**config.mk**
```make
export PLATFORM = sky130hd
export DESIGN_NAME = max_heap_priority_queue
export DESIGN_NICKNAME = d
export VERILOG_FILES = /design/src/sv/mhpq_pkg.sv /design/src/sv/max_heap_priority_queue.sv
export SDC_FILE = /design/constraint.sdc
export NUM_CORES = 2
export LEC_CHECK = 0
export ABC_AREA = 1
export BUFFER_PORTS_ARGS = -buffer_cell sky130_fd_sc_hd__buf_4
export CORE_ASPECT_RATIO = 2
export CORE_MARGIN = 1
export CORE_UTILIZATION = 26
export DETAILED_ROUTE_END_ITERATION = 10
export RECOVER_POWER = 50
export SLEW_MARGIN = 20
export SYNTH_ARGS = -nofsm -noshare
export SYNTH_HDL_FRONTEND = slang
export SYNTH_SLANG_ARGS = --single-unit
```
**constraint.sdc**
```tcl
create_clock -name clk -period 17.3 [get_ports clk]
set_input_delay 0.865 -clock clk [delete_from_list [all_inputs] [get_ports clk]]
set_output_delay 0.865 -clock clk [all_outputs]
set_load 0.03 [all_outputs]
```
**src/sv/mhpq_pkg.sv**
```systemverilog
// Package: command and status codes, microcode word layout and the control store.
package mhpq_pkg;

	// heap capacity; position and count fields are sized for it
	localparam int unsigned DEPTH  = 64;
	localparam int unsigned KEY_W  = 32;
	localparam int unsigned POS_W  = 7;
	localparam int unsigned CNT_W  = 7;
	localparam int unsigned STEP_W = 4;

	typedef logic [STEP_W-1:0] step_t;
	typedef logic signed [KEY_W-1:0] key_t;

	typedef enum logic [1:0] {
		CMD_INSERT  = 2'd0,
		CMD_EXTRACT = 2'd1,
		CMD_PEEK    = 2'd2,
		CMD_SETKEY  = 2'd3
	} cmd_t;

	typedef enum logic [1:0] {
		STATUS_OK     = 2'd0,
		STATUS_EMPTY  = 2'd1,
		STATUS_FULL   = 2'd2,
		STATUS_BADPOS = 2'd3
	} status_t;

	// datapath action of one microcode step
	typedef enum logic [3:0] {
		OP_NONE,
		OP_ACCEPT,
		OP_INS_START,
		OP_UP_STEP,
		OP_WRITE_KEY,
		OP_LOAD_VALUE,
		OP_EXT_START,
		OP_EXT_LOAD,
		OP_SET_START,
		OP_DOWN_STEP,
		OP_EMIT
	} op_t;

	// read addresses issued to the heap memory
	typedef enum logic [2:0] {
		RD_NONE,
		RD_ROOT,
		RD_ROOT_LAST,
		RD_PARENT,
		RD_CHILDREN
	} rd_sel_t;

	// sequencing: jump to target when the condition holds, else advance
	typedef enum logic [2:0] {
		BR_NEXT,
		BR_ALWAYS,
		BR_IDX_ZERO,
		BR_KEY_GT_A,
		BR_NO_LEFT,
		BR_CHILD_GT,
		BR_DISPATCH,
		BR_EMIT
	} br_t;

	typedef struct packed {
		op_t     op;
		rd_sel_t rd;
		br_t     br;
		step_t   target;
	} uword_t;

	localparam step_t STEP_IDLE    = 4'd0;
	localparam step_t STEP_INS     = 4'd1;
	localparam step_t STEP_UP_RD   = 4'd2;
	localparam step_t STEP_UP_CMP  = 4'd3;
	localparam step_t STEP_UP_DONE = 4'd4;
	localparam step_t STEP_PK_RD   = 4'd5;
	localparam step_t STEP_PK_LD   = 4'd6;
	localparam step_t STEP_EX_RD   = 4'd7;
	localparam step_t STEP_EX_LD   = 4'd8;
	localparam step_t STEP_SK_IDX  = 4'd9;
	localparam step_t STEP_SK_RD   = 4'd10;
	localparam step_t STEP_SK_CMP  = 4'd11;
	localparam step_t STEP_DN_RD   = 4'd12;
	localparam step_t STEP_DN_CMP  = 4'd13;
	localparam step_t STEP_DN_DONE = 4'd14;
	localparam step_t STEP_OUT     = 4'd15;

	function automatic step_t cmd_entry(input cmd_t cmd);
		step_t s;
		case (cmd)
			CMD_INSERT:  s = STEP_INS;
			CMD_EXTRACT: s = STEP_EX_RD;
			CMD_PEEK:    s = STEP_PK_RD;
			CMD_SETKEY:  s = STEP_SK_IDX;
			default:     s = STEP_OUT;
		endcase
		return s;
	endfunction

	// control store
	function automatic uword_t ucode(input step_t step);
		uword_t w;
		case (step)
			STEP_IDLE:    w = '{OP_ACCEPT,     RD_NONE,      BR_DISPATCH, STEP_IDLE};
			STEP_INS:     w = '{OP_INS_START,  RD_NONE,      BR_NEXT,     STEP_IDLE};
			STEP_UP_RD:   w = '{OP_NONE,       RD_PARENT,    BR_IDX_ZERO, STEP_UP_DONE};
			STEP_UP_CMP:  w = '{OP_UP_STEP,    RD_NONE,      BR_KEY_GT_A, STEP_UP_RD};
			STEP_UP_DONE: w = '{OP_WRITE_KEY,  RD_NONE,      BR_ALWAYS,   STEP_OUT};
			STEP_PK_RD:   w = '{OP_NONE,       RD_ROOT,      BR_NEXT,     STEP_IDLE};
			STEP_PK_LD:   w = '{OP_LOAD_VALUE, RD_NONE,      BR_ALWAYS,   STEP_OUT};
			STEP_EX_RD:   w = '{OP_EXT_START,  RD_ROOT_LAST, BR_NEXT,     STEP_IDLE};
			STEP_EX_LD:   w = '{OP_EXT_LOAD,   RD_NONE,      BR_ALWAYS,   STEP_DN_RD};
			STEP_SK_IDX:  w = '{OP_SET_START,  RD_NONE,      BR_NEXT,     STEP_IDLE};
			STEP_SK_RD:   w = '{OP_NONE,       RD_PARENT,    BR_IDX_ZERO, STEP_DN_RD};
			STEP_SK_CMP:  w = '{OP_UP_STEP,    RD_NONE,      BR_KEY_GT_A, STEP_UP_RD};
			STEP_DN_RD:   w = '{OP_NONE,       RD_CHILDREN,  BR_NO_LEFT,  STEP_DN_DONE};
			STEP_DN_CMP:  w = '{OP_DOWN_STEP,  RD_NONE,      BR_CHILD_GT, STEP_DN_RD};
			STEP_DN_DONE: w = '{OP_WRITE_KEY,  RD_NONE,      BR_NEXT,     STEP_IDLE};
			STEP_OUT:     w = '{OP_EMIT,       RD_NONE,      BR_EMIT,     STEP_IDLE};
			default:      w = '{OP_NONE,       RD_NONE,      BR_ALWAYS,   STEP_IDLE};
		endcase
		return w;
	endfunction

endpackage

```
**src/sv/max_heap_priority_queue.sv**
```systemverilog
// Top level: microcoded binary max-heap priority queue with stream ports.
// A rejected command goes straight to the result step; insert, extract and set-key walk the
// heap one level at a time, at most log2(DEPTH) levels, each paced by the registered read of
// the heap memory. One command is in work at a time, and s_tready rises together with
// m_tvalid, so the next input transfer can follow as soon as the reply is offered.
// Reset clears the element count, the step counter and the output valid; the heap
// memory is not cleared, and only entries below the count are ever used.
module max_heap_priority_queue (
	input  logic        clk,
	input  logic        arst_n,

	input  logic        s_tvalid,
	output logic        s_tready,
	input  logic [39:0] s_tdata,   // [31:0] key, [38:32] position, [39] zero
	input  logic [1:0]  s_tuser,   // [1:0] command

	output logic        m_tvalid,
	input  logic        m_tready,
	output logic [39:0] m_tdata,   // [31:0] value, [38:32] count, [39] zero
	output logic [1:0]  m_tuser    // [1:0] status
);

	localparam int unsigned DEPTH = mhpq_pkg::DEPTH;

	// index into the heap memory, count that can hold DEPTH itself,
	// child positions, and a width wide enough to compare count and position
	localparam int unsigned AW   = $clog2(DEPTH);
	localparam int unsigned CW   = $clog2(DEPTH + 1);
	localparam int unsigned LW   = AW + 2;
	localparam int unsigned CMPW = (CW > mhpq_pkg::POS_W) ? CW : mhpq_pkg::POS_W;
	localparam logic [CW-1:0] DEPTH_C = CW'(DEPTH);

	// heap storage: one write port, two registered read ports
	mhpq_pkg::key_t mem [DEPTH];
	mhpq_pkg::key_t rd_a_q;
	mhpq_pkg::key_t rd_b_q;
	logic [AW-1:0]  rd_addr_a;
	logic [AW-1:0]  rd_addr_b;
	logic           mem_we;
	logic [AW-1:0]  mem_waddr;
	mhpq_pkg::key_t mem_wdata;

	// sequencer
	mhpq_pkg::step_t  step_q;
	mhpq_pkg::step_t  step_nx;
	mhpq_pkg::step_t  step_inc;
	mhpq_pkg::uword_t uw;

	// datapath registers
	logic [CW-1:0]          cnt_q;
	logic [AW-1:0]          idx_q;
	mhpq_pkg::key_t         key_q;
	mhpq_pkg::key_t         value_q;
	logic [mhpq_pkg::POS_W-1:0] pos_q;
	mhpq_pkg::status_t      status_q;

	// output register
	logic                   m_tvalid_q;
	mhpq_pkg::key_t         m_value_q;
	logic [mhpq_pkg::CNT_W-1:0] m_count_q;
	mhpq_pkg::status_t      m_status_q;

	// input fields
	mhpq_pkg::cmd_t             in_cmd;
	mhpq_pkg::key_t             in_key;
	logic [mhpq_pkg::POS_W-1:0] in_pos;
	mhpq_pkg::status_t          in_status;
	logic                       s_fire;
	logic                       out_free;

	// decoded conditions
	logic [AW-1:0]   parent_idx;
	logic [LW-1:0]   left_pos;
	logic [LW-1:0]   right_pos;
	logic [LW-1:0]   cnt_l;
	logic [CMPW-1:0] cnt_ext;
	logic [CMPW-1:0] pos_ext;
	logic            idx_zero;
	logic            key_gt_a;
	logic            no_left;
	logic            right_ok;
	logic            take_right;
	mhpq_pkg::key_t  child_val;
	logic [LW-1:0]   child_pos;
	logic            child_gt;

	assign uw       = mhpq_pkg::ucode(step_q);
	assign step_inc = step_q + mhpq_pkg::step_t'(1);

	assign in_cmd = mhpq_pkg::cmd_t'(s_tuser);
	assign in_key = s_tdata[31:0];
	assign in_pos = s_tdata[38:32];

	// input is taken only while the sequencer waits at its idle step
	assign s_tready = (step_q == mhpq_pkg::STEP_IDLE);
	assign s_fire   = s_tvalid && s_tready;
	assign out_free = !m_tvalid_q || m_tready;

	assign cnt_ext = CMPW'(cnt_q);
	assign pos_ext = CMPW'(in_pos);

	// reject full, empty and out-of-range requests before any work starts
	always_comb begin
		in_status = mhpq_pkg::STATUS_OK;
		case (in_cmd)
			mhpq_pkg::CMD_INSERT: begin
				if (cnt_q >= DEPTH_C) in_status = mhpq_pkg::STATUS_FULL;
			end
			mhpq_pkg::CMD_EXTRACT, mhpq_pkg::CMD_PEEK: begin
				if (cnt_q == '0) in_status = mhpq_pkg::STATUS_EMPTY;
			end
			mhpq_pkg::CMD_SETKEY: begin
				if (pos_ext == '0 || pos_ext > cnt_ext) in_status = mhpq_pkg::STATUS_BADPOS;
			end
			default: in_status = mhpq_pkg::STATUS_OK;
		endcase
	end

	// tree arithmetic on the current hole position
	assign parent_idx = (idx_q - AW'(1)) >> 1;
	assign left_pos   = {1'b0, idx_q, 1'b1};
	assign right_pos  = left_pos + LW'(1);
	assign cnt_l      = LW'(cnt_q);
	assign idx_zero   = (idx_q == '0);
	assign key_gt_a   = (key_q > rd_a_q);
	assign no_left    = (left_pos >= cnt_l);
	assign right_ok   = (right_pos < cnt_l);
	// ties between the children go right
	assign take_right = right_ok && !(rd_a_q > rd_b_q);
	assign child_val  = take_right ? rd_b_q : rd_a_q;
	assign child_pos  = take_right ? right_pos : left_pos;
	assign child_gt   = (child_val > key_q);

	// read address selection
	always_comb begin
		rd_addr_a = '0;
		rd_addr_b = '0;
		case (uw.rd)
			mhpq_pkg::RD_NONE: begin
				rd_addr_a = '0;
				rd_addr_b = '0;
			end
			mhpq_pkg::RD_ROOT: begin
				rd_addr_a = '0;
			end
			mhpq_pkg::RD_ROOT_LAST: begin
				rd_addr_a = '0;
				rd_addr_b = AW'(cnt_q - CW'(1));
			end
			mhpq_pkg::RD_PARENT: begin
				rd_addr_a = parent_idx;
			end
			mhpq_pkg::RD_CHILDREN: begin
				rd_addr_a = left_pos[AW-1:0];
				rd_addr_b = right_pos[AW-1:0];
			end
			default: begin
				rd_addr_a = '0;
				rd_addr_b = '0;
			end
		endcase
	end

	// write port: the moving key travels in key_q, and the hole is filled on each move
	always_comb begin
		mem_we    = 1'b0;
		mem_waddr = idx_q;
		mem_wdata = key_q;
		case (uw.op)
			mhpq_pkg::OP_UP_STEP: begin
				mem_we    = key_gt_a;
				mem_wdata = rd_a_q;
			end
			mhpq_pkg::OP_DOWN_STEP: begin
				mem_we    = child_gt;
				mem_wdata = child_val;
			end
			mhpq_pkg::OP_WRITE_KEY: begin
				mem_we = 1'b1;
			end
			default: mem_we = 1'b0;
		endcase
	end

	always_ff @(posedge clk) begin
		if (mem_we) begin
			mem[mem_waddr] <= mem_wdata;
		end
		rd_a_q <= mem[rd_addr_a];
		rd_b_q <= mem[rd_addr_b];
	end

	// next step: jump on the selected condition, else advance
	always_comb begin
		step_nx = step_inc;
		case (uw.br)
			mhpq_pkg::BR_NEXT:     step_nx = step_inc;
			mhpq_pkg::BR_ALWAYS:   step_nx = uw.target;
			mhpq_pkg::BR_IDX_ZERO: step_nx = idx_zero ? uw.target : step_inc;
			mhpq_pkg::BR_KEY_GT_A: step_nx = key_gt_a ? uw.target : step_inc;
			mhpq_pkg::BR_NO_LEFT:  step_nx = no_left ? uw.target : step_inc;
			mhpq_pkg::BR_CHILD_GT: step_nx = child_gt ? uw.target : step_inc;
			mhpq_pkg::BR_DISPATCH: begin
				// hold at idle; go straight to the result on a rejected command
				if (!s_fire) begin
					step_nx = step_q;
				end else if (in_status != mhpq_pkg::STATUS_OK) begin
					step_nx = mhpq_pkg::STEP_OUT;
				end else begin
					step_nx = mhpq_pkg::cmd_entry(in_cmd);
				end
			end
			mhpq_pkg::BR_EMIT:     step_nx = out_free ? uw.target : step_q;
			default:               step_nx = mhpq_pkg::STEP_IDLE;
		endcase
	end

	// control state: step counter, element count, output valid
	always_ff @(posedge clk or negedge arst_n) begin
		if (!arst_n) begin
			step_q     <= mhpq_pkg::STEP_IDLE;
			cnt_q      <= '0;
			m_tvalid_q <= 1'b0;
		end else begin
			step_q <= step_nx;
			case (uw.op)
				mhpq_pkg::OP_INS_START: cnt_q <= cnt_q + CW'(1);
				mhpq_pkg::OP_EXT_START: cnt_q <= cnt_q - CW'(1);
				default: cnt_q <= cnt_q;
			endcase
			if (uw.op == mhpq_pkg::OP_EMIT && out_free) begin
				m_tvalid_q <= 1'b1;
			end else if (m_tready) begin
				m_tvalid_q <= 1'b0;
			end
		end
	end

	// payload registers
	always_ff @(posedge clk) begin
		case (uw.op)
			mhpq_pkg::OP_ACCEPT: begin
				if (s_fire) begin
					key_q    <= in_key;
					pos_q    <= in_pos;
					status_q <= in_status;
					value_q  <= '0;
				end
			end
			mhpq_pkg::OP_INS_START: begin
				idx_q <= AW'(cnt_q);
			end
			mhpq_pkg::OP_UP_STEP: begin
				if (key_gt_a) idx_q <= parent_idx;
			end
			mhpq_pkg::OP_LOAD_VALUE: begin
				value_q <= rd_a_q;
			end
			mhpq_pkg::OP_EXT_START: begin
				idx_q <= '0;
			end
			mhpq_pkg::OP_EXT_LOAD: begin
				// root leaves as the result; the last key moves to the root
				value_q <= rd_a_q;
				key_q   <= rd_b_q;
			end
			mhpq_pkg::OP_SET_START: begin
				idx_q <= AW'(pos_q - mhpq_pkg::POS_W'(1));
			end
			mhpq_pkg::OP_DOWN_STEP: begin
				if (child_gt) idx_q <= child_pos[AW-1:0];
			end
			mhpq_pkg::OP_EMIT: begin
				if (out_free) begin
					m_value_q  <= value_q;
					m_status_q <= status_q;
					m_count_q  <= cnt_ext[mhpq_pkg::CNT_W-1:0];
				end
			end
			default: begin
				idx_q <= idx_q;
			end
		endcase
	end

	assign m_tvalid = m_tvalid_q;
	assign m_tdata  = {1'b0, m_count_q, m_value_q};
	assign m_tuser  = m_status_q;

endmodule

```
**Yosys cells after proc, flatten, opt, wreduce, memory -nomap -nowiden**

Memories as Yosys holds them, arrays and structs flattened. A register that Yosys moved wholly into a read port is not among the register bits.
Cells that the tools add are included.

- Register bits after elaboration: 131
- Output and inout bits: 44
- Input bits: 46
- Memory bits (writable): 2,048
- Bits in read-only memories: 224
- Memories: 2
- Word-level logic and storage cells: 112

Memory list:

| memory | words | bits a word | rd ports | clocked after memory_dff | write ports | line | source |
|---|---|---|---|---|---|---|---|
| mem | 64 | 32 | 2 | 2 | 1 | max_heap_priority_queue.sv:34 | `mhpq_pkg::key_t mem [DEPTH];` |
| (name not given) | 16 | 14 | 1 | 0 | 0 | mhpq_pkg.sv:103 | `case (step)` |

- Equality and inequality tests: 28
- Add/sub/neg operators: 6
- Order comparisons: 7
- Mux-type cells: 31
- Reduce and logical (&&, ||, !) cells: 27

Operators by type and width:

| kind | count |
|---|---|
| 32-bit case mux with 2 select lines | 3 |
| 32-bit greater-than comparator | 3 |
| 32-bit two-way mux | 3 |
| 4-bit case mux with 8 select lines | 1 |
| 6-bit case mux with 5 select lines | 1 |
| 4-bit two-way mux | 7 |
| 6-bit case mux with 2 select lines | 2 |
| 6-bit two-way mux | 3 |
| 4-bit by 3-bit == test with 1-bit output, second input constant | 4 |
| 4-bit case mux with 4 select lines | 1 |
| 3-bit == test, second input constant | 5 |
| 7-bit logical NOT | 2 |
| 7-bit case mux with 2 select lines | 1 |
| 3-bit by 2-bit == test with 1-bit output, second input constant | 4 |
| 4-bit == test, second input constant | 3 |
| 6-bit by 1-bit subtractor with 6-bit output, second input constant | 2 |
| 2-bit != test, second input constant | 5 |
| 2-bit AND reduction | 5 |
| 2-bit nonzero test | 5 |
| 7-bit by 1-bit adder with 8-bit output, second input constant | 1 |
| 4-bit by 2-bit == test with 1-bit output, second input constant | 2 |
| 8-bit by 7-bit < comparator with 1-bit output | 1 |
| 7-bit by 1-bit adder with 7-bit output, second input constant | 1 |
| 7-bit >= comparator | 1 |
| 22 further kinds | 33 |

**Depth between registers and ports, before layout**

- Depth in word-level cells: 8
- Mapped depth: 39
- Gate-level depth less buffers: 38

**Least setup slack after synthesis**

No wires, ideal clock.

- Path type: flip-flop to flip-flop
- Start point: register idx_q[0]
- End point: memory mem[20][0] in the netlist's numbering (enable)
- Setup slack: 11.258 ns
- Library setup time: 0.421 ns
- Data required time: 16.879 ns
- Stages on the path, launching flop included: 27
- Path buffers: 2
- Arrival: 5.621 ns
- Cells stage by stage: edfxtp_1 ha_1 xor2_1 ha_1 a21oi_1 o21ai_0 nand3_1 nand2_1 o21ai_0 inv_1 nor3_2 nand2_1 clkbuf_1 o21ai_0 inv_1 ha_1 nand2_1 nor2_1 nand4_1 nor2_1 nand2_1 nand3_1 nand3_1 o211ai_2 buf_2 nand2_1 nor2_1

- Cells in the longest elaborated chain, start to end: 8

Ends and longest elaborated chain:

| item | line | source |
|---|---|---|
| start, declared | max_heap_priority_queue.sv:51 | `logic [AW-1:0] idx_q;` |
| start signal, assigned | max_heap_priority_queue.sv:251 | `idx_q <= AW'(cnt_q);` |
| start signal, assigned | max_heap_priority_queue.sv:254 | `if (key_gt_a) idx_q <= parent_idx;` |
| start signal, assigned | max_heap_priority_queue.sv:268 | `idx_q <= AW'(pos_q - mhpq_pkg::POS_W'(1));` |
| 7-bit by 1-bit adder with 8-bit output | max_heap_priority_queue.sv:122 | `assign right_pos = left_pos + LW'(1);` |
| 8-bit by 7-bit < comparator with 1-bit output | max_heap_priority_queue.sv:127 | `assign right_ok = (right_pos < cnt_l);` |
| 1-bit logical AND | max_heap_priority_queue.sv:129 | `assign take_right = right_ok && !(rd_a_q > rd_b_q);` |
| 32-bit two-way mux | max_heap_priority_queue.sv:130 | `assign child_val = take_right ? rd_b_q : rd_a_q;` |
| 32-bit greater-than comparator | max_heap_priority_queue.sv:132 | `assign child_gt = (child_val > key_q);` |
| 1-bit case mux with 3 select lines | max_heap_priority_queue.sv:169 | `case (uw.op)` |
| 1-bit two-way mux | max_heap_priority_queue.sv:186 | `if (mem_we) begin` |
| 1-bit two-way mux (not written as such) | max_heap_priority_queue.sv:187 | `mem[mem_waddr] <= mem_wdata;` |
| end, declared | max_heap_priority_queue.sv:34 |  |

Several ways; a longest one is shown, not always the timed one.

**Worst setup path in the final report**

- Start point: register idx_q[0]
- End point: memory mem[39][18] in the netlist's numbering (enable)

The elaborated chain is that of the path after synthesis.

==> impl_metrics.csv <==
group,metric,value,unit
sta,fin_hold_ws,0.162,ns
drt,vias,89900,
critical_path,cp.arrival,9.36,ns
clocking,cts_tree,"built",
finish,fin_cells,16900,
min_path,hold_class,"in -> reg",
global_route,use_met3,1.73,%
synth,syn_inst,11500,
min_path,hold_depth,2,
min_path,min_from,"m_tready",
drt,routed_wl,381,mm
placement,place_inst,16600,
global_route,grt_pass1_wl,554,mm
sta,drv_slew,2359,
power,powerDensity,195,mW/mm^2
critical_path,crit_slowest_cell,"nor2_4",
critical_path,critPathKind,"reg -> reg",
placement,dp_slack,8.49,ns
critical_path,regToRegSetupSlack,8.44,ns
placement,port_buffers,87,
drt,drtIter0Drc,9564,
global_route,grt_remaining_overflow,0,
synth,synth.net_count,11700,
critical_path,r2r-start,"idx_q[0]",
global_route,use_met2,30.4,%
power,ir_drop,0.000248,V
synth,netlist_area,0.114,sq mm
finish,final_nets,11300,
critical_path,crit_path_end,"mem[39][18]",
placement,gp_congestion,0.879,
sta,rsz0062_at_grt,"false",
drt,route.detailed.drc,1,
critical_path,slowest_delay,0.67,ns
run,cap_violations,39,
floorplanning,core-area,0.436,sq mm
finish,layout.cells.most_common,"edfxtp_1",
floorplanning,num_rows,343,
global_route,use_met1,17.4,%
sta,worst_slack,8.44,ns
synth,ys_types,48,
placement,place_hpwl,226,mm
global_route,groute.usage.overall,16.7,%
critical_path,worstPathMaxFanout,37,
sta,hold_viol_final,0,
global_route,busiest_layer,"met2",
floorplanning,design.die.area,0.440,sq mm
global_route,grt_start_max_net_pins,225,
sta,skew,0.0606,ns
clocking,clk_latency,0.91,ns
clocking,cts.clk_slew.worst_paths,0.07,ns
critical_path,r2r_cells,30,
critical_path,startpoint,"idx_q[0]",
finish,final_cell_mix,"2167 x edfxtp_1, 1990 x nand3_1, 1903 x nand2_1, 1526 x o211ai_1, 1251 x inv_1",
run_status,violations,"DRC, capacitance limit, slew limit",
clocking,h-tree-depth,4,
critical_path,r2r_end,"mem[39][18]",
sta,finalSetupViolCount,0,
synth,yosys_register_bits,2243,
floorplanning,io_pins,90,
sta,fmax,113,MHz
drt,viasPerCell,5.30,
drt,wire_per_inst,22.5,um
drt,drtPass1Iterations,11,
critical_path,cp-start-kind,"flop",
global_route,grt_pass1_vias,85700,
clocking,cts-buffers-inserted,188,
finish,syn2layout_area_growth,10.2,%
synth,yosys_warnings,0,
global_route,antenna_found_initial,11,
critical_path,required,17.80,ns
synth,postSynthAreaPerCell,9.85,sq um
clocking,clock-sinks,2243,
sta,tightest_slew,3.84,ns
clocking,cts_buffer_depth,4,
synth,synth-seq-area-share,58.7,%
drt,ant_nets,0,
finish,drive_gt1_share,5.37,%
floorplanning,die_h,937,um
sta,slew_headroom,-156,%
run_status,status,"finished with violations",
clocking,root_buffer,"clkbuf_16",
floorplanning,initial_core_util,26.1,%
sta,final.setup.tns,0,ns
sta,min_period,8.86,ns
power,leakage,0.0411,uW
critical_path,crit_path_end_kind,"flop",
floorplanning,die_x,469,um
sta,fin_crit_sh,51.2,%
finish,utilization,28.7,%
clocking,post_cts_buffers,0,
[worst min path at each step]
| stage | endpoint | slack (ns) |
|---|---|---|
| after global routing | m_tvalid | 0.18 |
| after CTS | m_tvalid | 0.12 |
| after global placement | m_value_q[6] | 0.40 |
| after floorplan | m_tuser[0] | 0.40 |
| after detailed placement | m_value_q[12] | 0.41 |
| final | m_tvalid | 0.16 |
[synth_stat cells (all sizes together)]
library cell,number,area (sq um)
a32o,1,10.0
o21ai,632,3180
o31ai,2,15.0
nor4,4,25.0
nor3b,1,7.51
mux2,1,11.3
conb,1,3.75
o21bai,33,248
xor2,12,105
and3,1,6.26
nand3b,1,7.51
edfxtp,2167,65100
nand3,1990,9960
inv,1295,4860
a22oi,2,15.0
o21a,5,37.5
buf,582,2850
ha,130,1630
o22ai,42,282
dfrtp,12,300
o221ai,1,8.76
clkinv,1,3.75
xnor2,5,43.8
a221oi,1,8.76
nor3,20,110
clkbuf,342,1280
a21oi,575,2880
nor2,145,552
o211ai,1527,11500
nand4,19,119
nand2,1910,7190
or2,5,31.3
dfxtp,64,1280
a21o,5,37.5
[what timing repair did]
item,CTS,global route
hold buffers,1,0
gates resized for setup,0,0
endpoints found under the hold margin,12,0
[sequential cells by signal, indices dropped and copies added (netlist names)]
signal	count
cnt_ext	7
idx_q	6
key_q	32
m_count_q	7
m_tuser	2
m_tvalid	1
m_value_q	32
mem	2048
pos_q	6
rd_a_q	32
rd_b_q	32
status_q	2
step_q	4
value_q	32
[metal layers]
| metal | share of wire, % | up-vias |
|---|---|---|
| met1 | 34 | 43700 |
| met2 | 51 | 4044 |
| li1 | - | 40800 |
| met5 | 0.015 | - |
| met4 | 8.4 | 8 |
| met3 | 6.2 | 1305 |
[power breakdown]
part / switching, uW / internal [uW] / total [uW]
Clock: 2040 / 2210 / 4250
Combinational: 9100 / 2620 / 11700
Sequential: 154 / 8290 / 8450
Total: 11300 / 13100 / 24400
[worst max-delay path, delay by kind of cell (launching register included)]
| kind | cells | cell delay, ns |
|---|---|---|
| fa+ha+maj | 2 | 0.68 |
| buf+inv | 9 | 1.89 |
| flops | 1 | 0.56 |
| simple gates | 16 | 4.41 |
| compound gates | 3 | 0.77 |
[logic make-up after synthesis]
family	after synthesis	share of synthesized area, %
xor gates and xnor gates	17	0.131
muxes	1	0.00991
other	1	0.00330
buffers and inverters	2220	7.92
DFF	2243	58.7
adders and majority gates	130	1.43
and+or+nand+nor	4096	15.8
AOI/OAI and AO/OA	2826	16.0
[cell type report]
class | count | area (sq um)
Inverter | 1296 | 4910
Clock inverter | 105 | 855
Clock buffer | 225 | 4870
Tap cell | 5692 | 7120
Fill cell | 44900 | 310000
Multi-Input combinational cell | 7071 | 38500
Sequential cell | 2243 | 66700
Antenna cell | 2 | 5.00
Timing Repair Buffer | 313 | 2240
[through the flow]
step	total power, uW	area (sq um)
6_report	24400	125000
5_1_grt	25500	125000
4_1_cts	24200	126000
3_5_place_dp	20000	120000
3_3_place_gp	19900	120000
2_1_floorplan	15300	114000
(Power assumes the default switching activity.)
